===== config.mk =====
export PLATFORM = sky130hd
export DESIGN_NAME = bf16_to_fp8_e5m2_convert
export DESIGN_NICKNAME = d
export VERILOG_FILES = /design/src/hw/rtl/b2e5_pkg.sv /design/src/hw/rtl/b2e5_round.sv /design/src/hw/rtl/bf16_to_fp8_e5m2_convert.sv
export SDC_FILE = /design/constraint.sdc
export NUM_CORES = 1
export LEC_CHECK = 0
export BUFFER_PORTS_ARGS = -buffer_cell sky130_fd_sc_hd__buf_4
export CAP_MARGIN = 20
export CORE_MARGIN = 4
export CORE_UTILIZATION = 45
export CTS_CLUSTER_DIAMETER = 40
export CTS_CLUSTER_SIZE = 25
export DETAILED_ROUTE_END_ITERATION = 10
export PLACE_DENSITY_LB_ADDON = 0.15
export SYNTH_ARGS = -nofsm -noshare
export SYNTH_HDL_FRONTEND = slang
export SYNTH_SLANG_ARGS = --single-unit

===== constraint.sdc =====
create_clock -name clk_i -period 4.9 [get_ports clk_i]
set_clock_uncertainty 0.05 [all_clocks]
set_input_delay 0.735 -clock clk_i [delete_from_list [all_inputs] [get_ports clk_i]]
set_output_delay 0.735 -clock clk_i [all_outputs]
set_load 0.1 [all_outputs]

===== src/hw/rtl/b2e5_pkg.sv =====
`default_nettype none
package b2e5_pkg;

  localparam logic [2:0] RmNe = 3'd0;
  localparam logic [2:0] RmTz = 3'd1;
  localparam logic [2:0] RmDn = 3'd2;
  localparam logic [2:0] RmUp = 3'd3;
  localparam logic [2:0] RmNa = 3'd4;

  localparam logic [7:0] ExpSpecial = 8'hFF;
  localparam logic [7:0] ExpDenTop  = 8'h6E;
  localparam logic [7:0] ExpDenMid  = 8'h6F;
  localparam logic [7:0] ExpDenLow  = 8'h70;
  localparam logic [7:0] ExpMaxFin  = 8'h8E;
  localparam logic [7:0] ExpBias    = 8'h70;
  localparam logic [7:0] Fp8QNaN    = 8'h7E;
  localparam logic [4:0] ExpMaxOut  = 5'h1E;
  localparam logic [4:0] ExpInf     = 5'h1F;

  // Unpacked value between the classify and round stages.
  typedef struct packed {
    logic       sign;
    logic [4:0] rexp;
    logic [1:0] rman;
    logic       guard;
    logic       sticky;
    logic       sat;
    logic       special;
    logic [7:0] spec_val;
    logic       spec_inv;
  } unp_t;

endpackage
`default_nettype wire


===== src/hw/rtl/b2e5_round.sv =====
`default_nettype none
module b2e5_round (
  input  wire               clk_i,
  input  wire               rst_ni,
  input  wire               valid_i,
  input  wire b2e5_pkg::unp_t unp_i,
  input  wire  [2:0]        mode_i,
  output logic              valid_o,
  output logic [7:0]        fp8_o,
  output logic              inexact_o,
  output logic              underflow_o,
  output logic              overflow_o,
  output logic              invalid_o
);
  import b2e5_pkg::*;

  logic       incr;
  logic [7:0] res;
  logic       valid_q;
  logic [7:0] fp8_q;
  logic [3:0] flags_q;
  logic [3:0] flags_d;

  always_comb begin
    unique case (mode_i)
      RmNe:    incr = unp_i.sat | (unp_i.guard & (unp_i.sticky | unp_i.rman[0]));
      RmDn:    incr = unp_i.sign & (unp_i.guard | unp_i.sticky);
      RmUp:    incr = ~unp_i.sign & (unp_i.guard | unp_i.sticky);
      RmNa:    incr = unp_i.guard;
      default: incr = 1'b0;
    endcase
    res = {unp_i.sign, unp_i.rexp, unp_i.rman} + {7'd0, incr};
    if (unp_i.special) begin
      flags_d = {3'b000, unp_i.spec_inv};
    end else begin
      flags_d[3] = unp_i.sat | unp_i.guard | unp_i.sticky;
      flags_d[2] = (unp_i.rexp == 5'd0) & (unp_i.guard | unp_i.sticky);
      flags_d[1] = unp_i.sat | (res[6:2] == ExpInf);
      flags_d[0] = 1'b0;
    end
  end

  always_ff @(posedge clk_i or negedge rst_ni) begin
    if (!rst_ni) begin
      valid_q <= 1'b0;
    end else begin
      valid_q <= valid_i;
    end
  end

  always_ff @(posedge clk_i) begin
    fp8_q   <= unp_i.special ? unp_i.spec_val : res;
    flags_q <= flags_d;
  end

  assign valid_o     = valid_q;
  assign fp8_o       = fp8_q;
  assign inexact_o   = flags_q[3];
  assign underflow_o = flags_q[2];
  assign overflow_o  = flags_q[1];
  assign invalid_o   = flags_q[0];

  a_sat_ovf: assert property (@(posedge clk_i) disable iff (!rst_ni)
    valid_i && unp_i.sat && !unp_i.special |=> overflow_o && inexact_o)
    else $error("saturated input lost overflow");
  a_spec_clean: assert property (@(posedge clk_i) disable iff (!rst_ni)
    valid_i && unp_i.special |=> !inexact_o && !underflow_o && !overflow_o)
    else $error("special value raised flags");
  a_uf_inexact: assert property (@(posedge clk_i) disable iff (!rst_ni)
    underflow_o |-> inexact_o)
    else $error("underflow without inexact");
endmodule
`default_nettype wire


===== src/hw/rtl/bf16_to_fp8_e5m2_convert.sv =====
`default_nettype none
// bfloat16 to FP8 E5M2 converter.
// Input: pulse start with bf16_value_i; busy is always low, so a new
// beat is taken every cycle.
// Output: done marks a one-cycle beat carrying fp8_value_o and the four
// exception flags. The receiver cannot stall; results come in input order.
// Pipeline: three register stages: input capture, classify/rebias and
// round/flag. Throughput: one beat per clock.
// rounding_mode is written through cfg_we_i/cfg_data_i; the user must do so
// only while idle, the block does not enforce it. Reset selects nearest-even
// and clears all valid bits; no beats are in flight afterwards. Payload registers are not reset.
module bf16_to_fp8_e5m2_convert (
  input  wire         clk_i,
  input  wire         rst_ni,
  input  wire         start,
  output logic        busy,
  input  wire  [15:0] bf16_value_i,
  output logic        done,
  output logic [7:0]  fp8_value_o,
  output logic        flag_inexact_o,
  output logic        flag_underflow_o,
  output logic        flag_overflow_o,
  output logic        flag_invalid_o,
  input  wire         cfg_we_i,
  input  wire  [2:0]  cfg_data_i
);
  import b2e5_pkg::*;

  logic [2:0]  mode_q;
  logic        v0_q, v1_q;
  logic [15:0] in_q;
  unp_t        unp_d, unp_q;
  logic        sign;
  logic [7:0]  ex;
  logic [6:0]  fr;

  assign busy = 1'b0;

  always_ff @(posedge clk_i or negedge rst_ni) begin
    if (!rst_ni) begin
      mode_q <= RmNe;
      v0_q   <= 1'b0;
      v1_q   <= 1'b0;
    end else begin
      if (cfg_we_i) mode_q <= cfg_data_i;
      v0_q <= start;
      v1_q <= v0_q;
    end
  end

  // Classify by exponent range: special, zero/tiny, denormal positions, normal, saturate.
  always_comb begin
    sign  = in_q[15];
    ex    = in_q[14:7];
    fr    = in_q[6:0];
    unp_d = '0;
    unp_d.sign     = sign;
    unp_d.spec_val = {sign, ExpInf, 2'b00};
    if (ex == ExpSpecial) begin
      unp_d.special = 1'b1;
      if (fr != 7'd0) begin
        unp_d.spec_val = Fp8QNaN;
        unp_d.spec_inv = ~fr[6];
      end
    end else if (ex == 8'd0) begin
      unp_d.sticky = (fr != 7'd0);
    end else if (ex < ExpDenTop) begin
      unp_d.sticky = 1'b1;
    end else if (ex == ExpDenTop) begin
      unp_d.guard  = 1'b1;
      unp_d.sticky = (fr != 7'd0);
    end else if (ex == ExpDenMid) begin
      unp_d.rman   = 2'd1;
      unp_d.guard  = fr[6];
      unp_d.sticky = (fr[5:0] != 6'd0);
    end else if (ex == ExpDenLow) begin
      unp_d.rman   = {1'b1, fr[6]};
      unp_d.guard  = fr[5];
      unp_d.sticky = (fr[4:0] != 5'd0);
    end else if (ex <= ExpMaxFin) begin
      unp_d.rexp   = 5'(ex - ExpBias);
      unp_d.rman   = fr[6:5];
      unp_d.guard  = fr[4];
      unp_d.sticky = (fr[3:0] != 4'd0);
    end else begin
      unp_d.rexp   = ExpMaxOut;
      unp_d.rman   = 2'd3;
      unp_d.guard  = 1'b1;
      unp_d.sticky = 1'b1;
      unp_d.sat    = 1'b1;
    end
  end

  always_ff @(posedge clk_i) begin
    in_q  <= bf16_value_i;
    unp_q <= unp_d;
  end

  b2e5_round u_round (
    .clk_i       (clk_i),
    .rst_ni      (rst_ni),
    .valid_i     (v1_q),
    .unp_i       (unp_q),
    .mode_i      (mode_q),
    .valid_o     (done),
    .fp8_o       (fp8_value_o),
    .inexact_o   (flag_inexact_o),
    .underflow_o (flag_underflow_o),
    .overflow_o  (flag_overflow_o),
    .invalid_o   (flag_invalid_o)
  );

  a_lat: assert property (@(posedge clk_i) disable iff (!rst_ni)
    start |=> ##2 done)
    else $error("result beat missing");
  a_nodone: assert property (@(posedge clk_i) disable iff (!rst_ni)
    !v1_q |=> !done)
    else $error("spurious result beat");
  a_inv_nan: assert property (@(posedge clk_i) disable iff (!rst_ni)
    done && flag_invalid_o |-> fp8_value_o == Fp8QNaN)
    else $error("invalid without NaN");
endmodule
`default_nettype wire


== Word-level counts from Yosys, hierarchy flattened ==
Cells that the tools add are included.

* Add/subtract/negate cells: 2
* Multipliers: 0
* Div/mod/pow operators: 0
* Order comparisons: 2
* Equal/unequal tests: 8
* Shift-type cells: 0
* Mux-type cells: 11
* Bitwise logic cells: 13
* Reduce and logical (&&, ||, !) cells: 13

{| class="wikitable"
|+ Operators by type and width
! cell !! number
|-
| == test 8 x 7 -> 1 bit (second input constant) || 3
|-
| 2-to-1 mux 9 bit || 2
|-
| 2-to-1 mux 10 bit || 1
|-
| adder 8 x 1 -> 8 bit || 1
|-
| == test 8 bit (second input constant) || 1
|-
| <= comparator 8 bit (second input constant) || 1
|-
| zero test 8 bit || 1
|-
| < comparator 8 x 7 -> 1 bit (second input constant) || 1
|-
| 2-to-1 mux 8 bit || 1
|-
| nonzero test 7 bit || 1
|-
| OR reduction 7 bit || 1
|-
| == test 3 x 2 -> 1 bit (second input constant) || 2
|-
| OR 1 bit || 6
|-
| nonzero test 6 bit || 1
|-
| OR reduction 6 bit || 1
|-
| == test 5 bit (second input constant) || 1
|-
| zero test 5 bit || 1
|-
| nonzero test 5 bit || 1
|-
| OR reduction 5 bit || 1
|-
| subtractor 5 bit (second input constant) || 1
|-
| bitwise AND 1 bit || 4
|-
| 2-to-1 mux 4 bit || 1
|-
| case mux 1 bit (4 select lines) || 1
|-
| nonzero test 4 bit || 1
|-
| other kinds (9) || 13
|}

* Register bits: 55
* Bits in latches: 0
* Bits in writable memories: 0
* Memory bits (read-only): 0
* Input bits: 23
* Output and inout bits: 14
* Logic and storage cells: 69
* Memories kept: 0

== Depth between registers and ports, before layout ==
* Depth after elaboration: 7
* Mapped depth: 10
* Depth with buffers taken out: 10

== Modules after synthesis ==
A second synthesis with hierarchy kept.

* Cell total of the unflattened synthesis: 160
* Area, all modules: 1736.7 um2

{| class="wikitable"
|+ By module, submodules not included
! module !! instances !! cells an instance !! area each (um2) !! seq. area each (um2)
|-
| bf16_to_fp8_e5m2_convert || 1 || 90 || 1122.3 || 745.7
|-
| b2e5_round || 1 || 70 || 614.3 || 265.3
|}

== Worst setup path before layout ==
Ideal clock, no wire load.

* Path type: register to register
* Start point: reg mode_q[0]
* End point: reg u_round.flags_q[1]
* Data arrival time: 1.714 ns
* Data required time: 4.758 ns
* Path slack: 3.043 ns
* Cell stages (with the launch flop): 11
* Period minus slack after synthesis: 1.857 ns
* Cells stage by stage: dfrtp_1 -> xnor2_1 -> nor2_1 -> a22oi_1 -> o21ai_0 -> ha_1 -> ha_1 -> nand2b_1 -> o22ai_1 -> nand3b_1 -> o32ai_1

* Longest elaborated chain between the ends: 5

{| class="wikitable"
|+ RTL lines
! element !! RTL line !! RTL
|-
| from (decl) || bf16_to_fp8_e5m2_convert.sv:29 || <nowiki>logic [2:0] mode_q;</nowiki>
|-
| from (signal assigned) || bf16_to_fp8_e5m2_convert.sv:41 || <nowiki>mode_q <= RmNe;</nowiki>
|-
| from (signal assigned) || bf16_to_fp8_e5m2_convert.sv:45 || <nowiki>if (cfg_we_i) mode_q <= cfg_data_i;</nowiki>
|-
| == test 3 bit, or another cell as far along || b2e5_round.sv:25 || <nowiki>unique case (mode_i)</nowiki>
|-
| case mux 1 bit (4 select lines) * || b2e5_round.sv:25 ||
|-
| adder 8 x 1 -> 8 bit * || b2e5_round.sv:32 || <nowiki>res = {unp_i.sign, unp_i.rexp, unp_i.rman} + {7'd0, incr};</nowiki>
|-
| == test 5 bit * || b2e5_round.sv:38 || <nowiki>flags_d[1] = unp_i.sat | (res[6:2] == ExpInf);</nowiki>
|-
| OR 1 bit * || b2e5_round.sv:38 ||
|-
| to (signal assigned) || b2e5_round.sv:53 || <nowiki>flags_q <= flags_d;</nowiki>
|-
| to (decl) || b2e5_round.sv:21 || <nowiki>logic [3:0] flags_q;</nowiki>
|}

Mark *: on every way between the ends. The rest lies on a longest branch, timed or not.
A chain may end at the register's enable or synchronous reset.

== Worst setup path in the final report ==
Same ends and word-level chain as after synthesis.

==> impl_metrics.csv <==
group,metric,value,unit
outcome,status,"finished, final reports clean",
detailed_routing,totalWireLength,3.103,mm
power_and_ir_drop,leakage,0.0008590,uW
run,cap_violations,0,
logic_synthesis,synth_xor_area_frac,0.03086,
power_and_ir_drop,ir_drop,0.0002223,V
worst_setup_path,crit_start,"mode_q[0]$_DFFE_PN0P_",
grt,grt_overflow,0,
logic_synthesis,synth_top_family_by_area,"simple AND/OR/NAND/NOR gates",
sta,min_period_over_period,0.4181,
sta,hold_viol,0,
placement,dp_hpwl,2.395,mm
clocking,clk_pin_slew,80,ps
die,initial_core_util,0.4651,
power_and_ir_drop,swShare,0.2967,
sta,final_max_slew_viol_count,0,
sta,clock.fmax,488.2,MHz
worst_setup_path,startpoint_type,"flip-flop",
layout,utilization,0.5728,
logic_synthesis,synthAdderAreaFrac,0.01470,
grt,grt_pass1_wl,5.395,mm
worst_setup_path,rr_endpoint,"u_round.flags_q[1]$_SDFF_PP0_",
detailed_routing,drt-vias-per-instance,5.139,
detailed_routing,drt_iter0_drc,54,
sta,setup_viol,0,
power_and_ir_drop,p_total,805.6,uW
worst_setup_path,ff2ff_setup_slack,2850,ps
worst_setup_path,critPathMostFrequentCell,"ha_1",
die,die_x,69.52,um
worst_setup_path,r2r_cells,10,
logic_synthesis,synth_top_area_share,0.5055,
logic_synthesis,syn-mean-instance-area,10.92,um^2
logic_synthesis,synth_warnings,0,
clocking,cts_tree,"built",
clocking,cts_buffers,5,
clocking,cts_sinks,49,
power_and_ir_drop,intPower,566.6,uW
worst_setup_path,path_depth,10,
worst_setup_path,crit_buf_inv,0,
logic_synthesis,synthSimpleGateAreaFrac,0.1910,
worst_setup_path,cp_cell_sequence,"xnor2_1 > nor2_1 > a22oi_1 > o21ai_0 > ha_1 > ha_1 > nand2b_1 > o22ai_1 > nand3b_1 > o32ai_1",
worst_setup_path,cp.arrival,2200,ps
logic_synthesis,synth_compound_area_frac,0.1117,
logic_synthesis,synth.area.top_cells,"dfxtp_1, dfrtp_1, nor2_1, mux2_2, nand2_1",
grt,grt_antenna_before_repair,0,
clocking,cts_htree_levels,2,
clocking,clk_path_buf_depth,2,
detailed_routing,wire_per_inst,12.72,um
die,dieArea,4832,um^2
worst_setup_path,critPathSlowestCell,"dfrtp_1",
power_and_ir_drop,pwr-share-seq,0.551,
sta,rsz0062_at_grt,"no",
logic_synthesis,synth_most_common_cell,"dfxtp_1",
logic_synthesis,ys_seq_area_frac,0.5937,
layout,areaGrowthSynthToFinish,23.14,%
placement,globalplace.congestion,0.8225,
logic_synthesis,syn_area,1703,um^2
detailed_routing,ant_nets,0,
worst_setup_path,crit_family,"compound AO/OA/AOI/OAI gates",
logic_synthesis,synthMuxAreaShare,0.03821,
logic_synthesis,synthArstFlopShare,0.1224,
clocking,cts-hold-fix-buffers,0,
layout,antenna_cells,0,
logic_synthesis,syn-num-nets,181,
die,design.core.area,3661,um^2
logic_synthesis,synth_ff_type,"dfxtp_1",
power_and_ir_drop,powerDensity,384.2,nW/um^2
clocking,clock_latency,300,ps
clocking,post_cts_resized,0,
worst_setup_path,r2r_start,"mode_q[0]$_DFFE_PN0P_",
clocking,clock_tree.root_cell,"clkbuf_8",
die,fp.dieH,69.52,um
grt,grt_max_degree,16,
placement,port_buffers,35,
logic_synthesis,yosysUniqueCellTypes,38,
worst_setup_path,worstSetupPathType,"reg2reg",
layout,finalNetCount,220,
power_and_ir_drop,power.clock.fraction,0.277,
worst_setup_path,worstSetupEndpointType,"flip-flop",
layout,drive_gt1_frac,0.2602,
logic_synthesis,netlist.top_cell.by_area,"dfxtp_1",
detailed_routing,drcViolationCount,0,
sta,whs,174.9,ps
placement,place_area,2011,um^2
worst_setup_path,cp_slowest_stage_delay,400,ps
logic_synthesis,synth-edff-count,0,
worst_setup_path,critPathMaxFanout,3,
detailed_routing,first_pass_iters,4,
die,rows,22,
logic_synthesis,synth-seq-cells,49,
layout,fin_area,2097,um^2
logic_synthesis,syn_inst,156,
power_and_ir_drop,p_comb_frac,0.172,
die,io_pins,37,
grt,track_usage,0.1397,
clocking,post-cts-setup-buffers,0,
worst_setup_path,timing.critical_path.to,"u_round.flags_q[1]$_SDFF_PP0_",
hold_path,hold_class,"in2async",
worst_setup_path,worstPathRequired,5060,ps
sta,fin_tns_setup,0,ps
power_and_ir_drop,p_sw,239.1,uW
detailed_routing,routed-via-count,1254,
grt,grt_pass1_vias,1248,
sta,finalCriticalPeriod,2049,ps
logic_synthesis,ys_top_cells_by_count,"dfxtp_1, nor2_1, nand2_1, a21oi_1",
==> routing by layer <==
metal | global-route usage | part of all wire | vias up
li1 | - | - | 626
met1 | 0.1490 | 0.40 | 576
met2 | 0.2320 | 0.50 | 44
met3 | 0.06232 | 0.071 | 8
met4 | 0.07158 | 0.023 | 0
met5 | 0 | 0 | -
==> flip-flops by register name, indices dropped and copies added, names as in the netlist <==
register	cells
mode_q	3
u_round.fp8_o	8
unp_q	15
u_round.flags_q	4
v1_q	1
in_q	16
u_round.valid_o	1
v0_q	1
==> worst reg2reg max path: cells and delay by family (launching register included) <==
family	cells	cell delay (ps)
AOI/OAI and AO/OA	4	560
xor gates and xnor gates	1	170
adders and majority gates	2	450
DFF	1	400
and+or+nand+nor	3	330
==> final cells by class <==
cell class | instances | area [um^2]
Fill cell | 316 | 1564
Sequential cell | 49 | 1011
Multi-Input combinational cell | 100 | 661.9
Timing Repair Buffer | 35 | 262.8
Clock buffer | 5 | 68.82
Tap cell | 48 | 60.06
Clock inverter | 3 | 17.52
Inverter | 4 | 15.01
==> power groups by stage <==
| stage | Clock [uW] | Sequential [uW] | Combinational (uW) |
|---|---|---|---|
| floorplan | 0 | 514 | 38.7 |
| global placement | 0 | 452 | 138 |
| detailed placement | 0 | 454 | 139 |
| CTS | 233 | 444 | 139 |
| global route | 253 | 448 | 146 |
| finish | 223 | 444 | 139 |
==> cells by family (layout without fill, tap and decap cells) <==
kind of cell	count (synthesis)	after routing
simple gates	56	56
flops	49	49
compound gates	29	29
buf+inv	7	47
xor+xnor	6	6
mux	6	6
fa+ha+maj	2	2
other cells	1	1
==> how the worst min path moves through the flow <==
stage                     start               endpoint  slack (ps)
4_1_cts                  rst_ni         v0_q$_DFF_PN0_         160
2_1_floorplan  in_q[15]$_DFF_P_      unp_q[20]$_DFF_P_         270
3_3_place_gp   in_q[15]$_DFF_P_      unp_q[20]$_DFF_P_         280
5_1_grt                  rst_ni  mode_q[1]$_DFFE_PN0P_         150
6_report                 rst_ni         v0_q$_DFF_PN0_         170
3_5_place_dp     v0_q$_DFF_PN0_         v1_q$_DFF_PN0_         290
==> metrics by stage <==
step / std cells / worst slack, ps
after detailed placement: 236 / 2862
after CTS: 244 / 2835
after global placement: 236 / 2956
final: 244 / 2851
after floorplan: 156 / 3043
after global routing: 244 / 2664
==> cells in the final DEF (no fill, tap or decap), types with 3 or more instances in the layout <==
master,n
dfxtp_1,43
buf_4,35
nor2_1,13
nand2_1,10
a21oi_1,7
nand2b_1,6
dfrtp_1,6
o21a_1,5
clkbuf_8,5
o21ai_0,4
mux2_2,4
nor3_1,4
inv_1,4
xnor2_1,3
nand4_1,3
xor2_1,3
nand3_1,3
a31oi_1,3
nand3b_1,3
(Power assumes the default switching activity.)
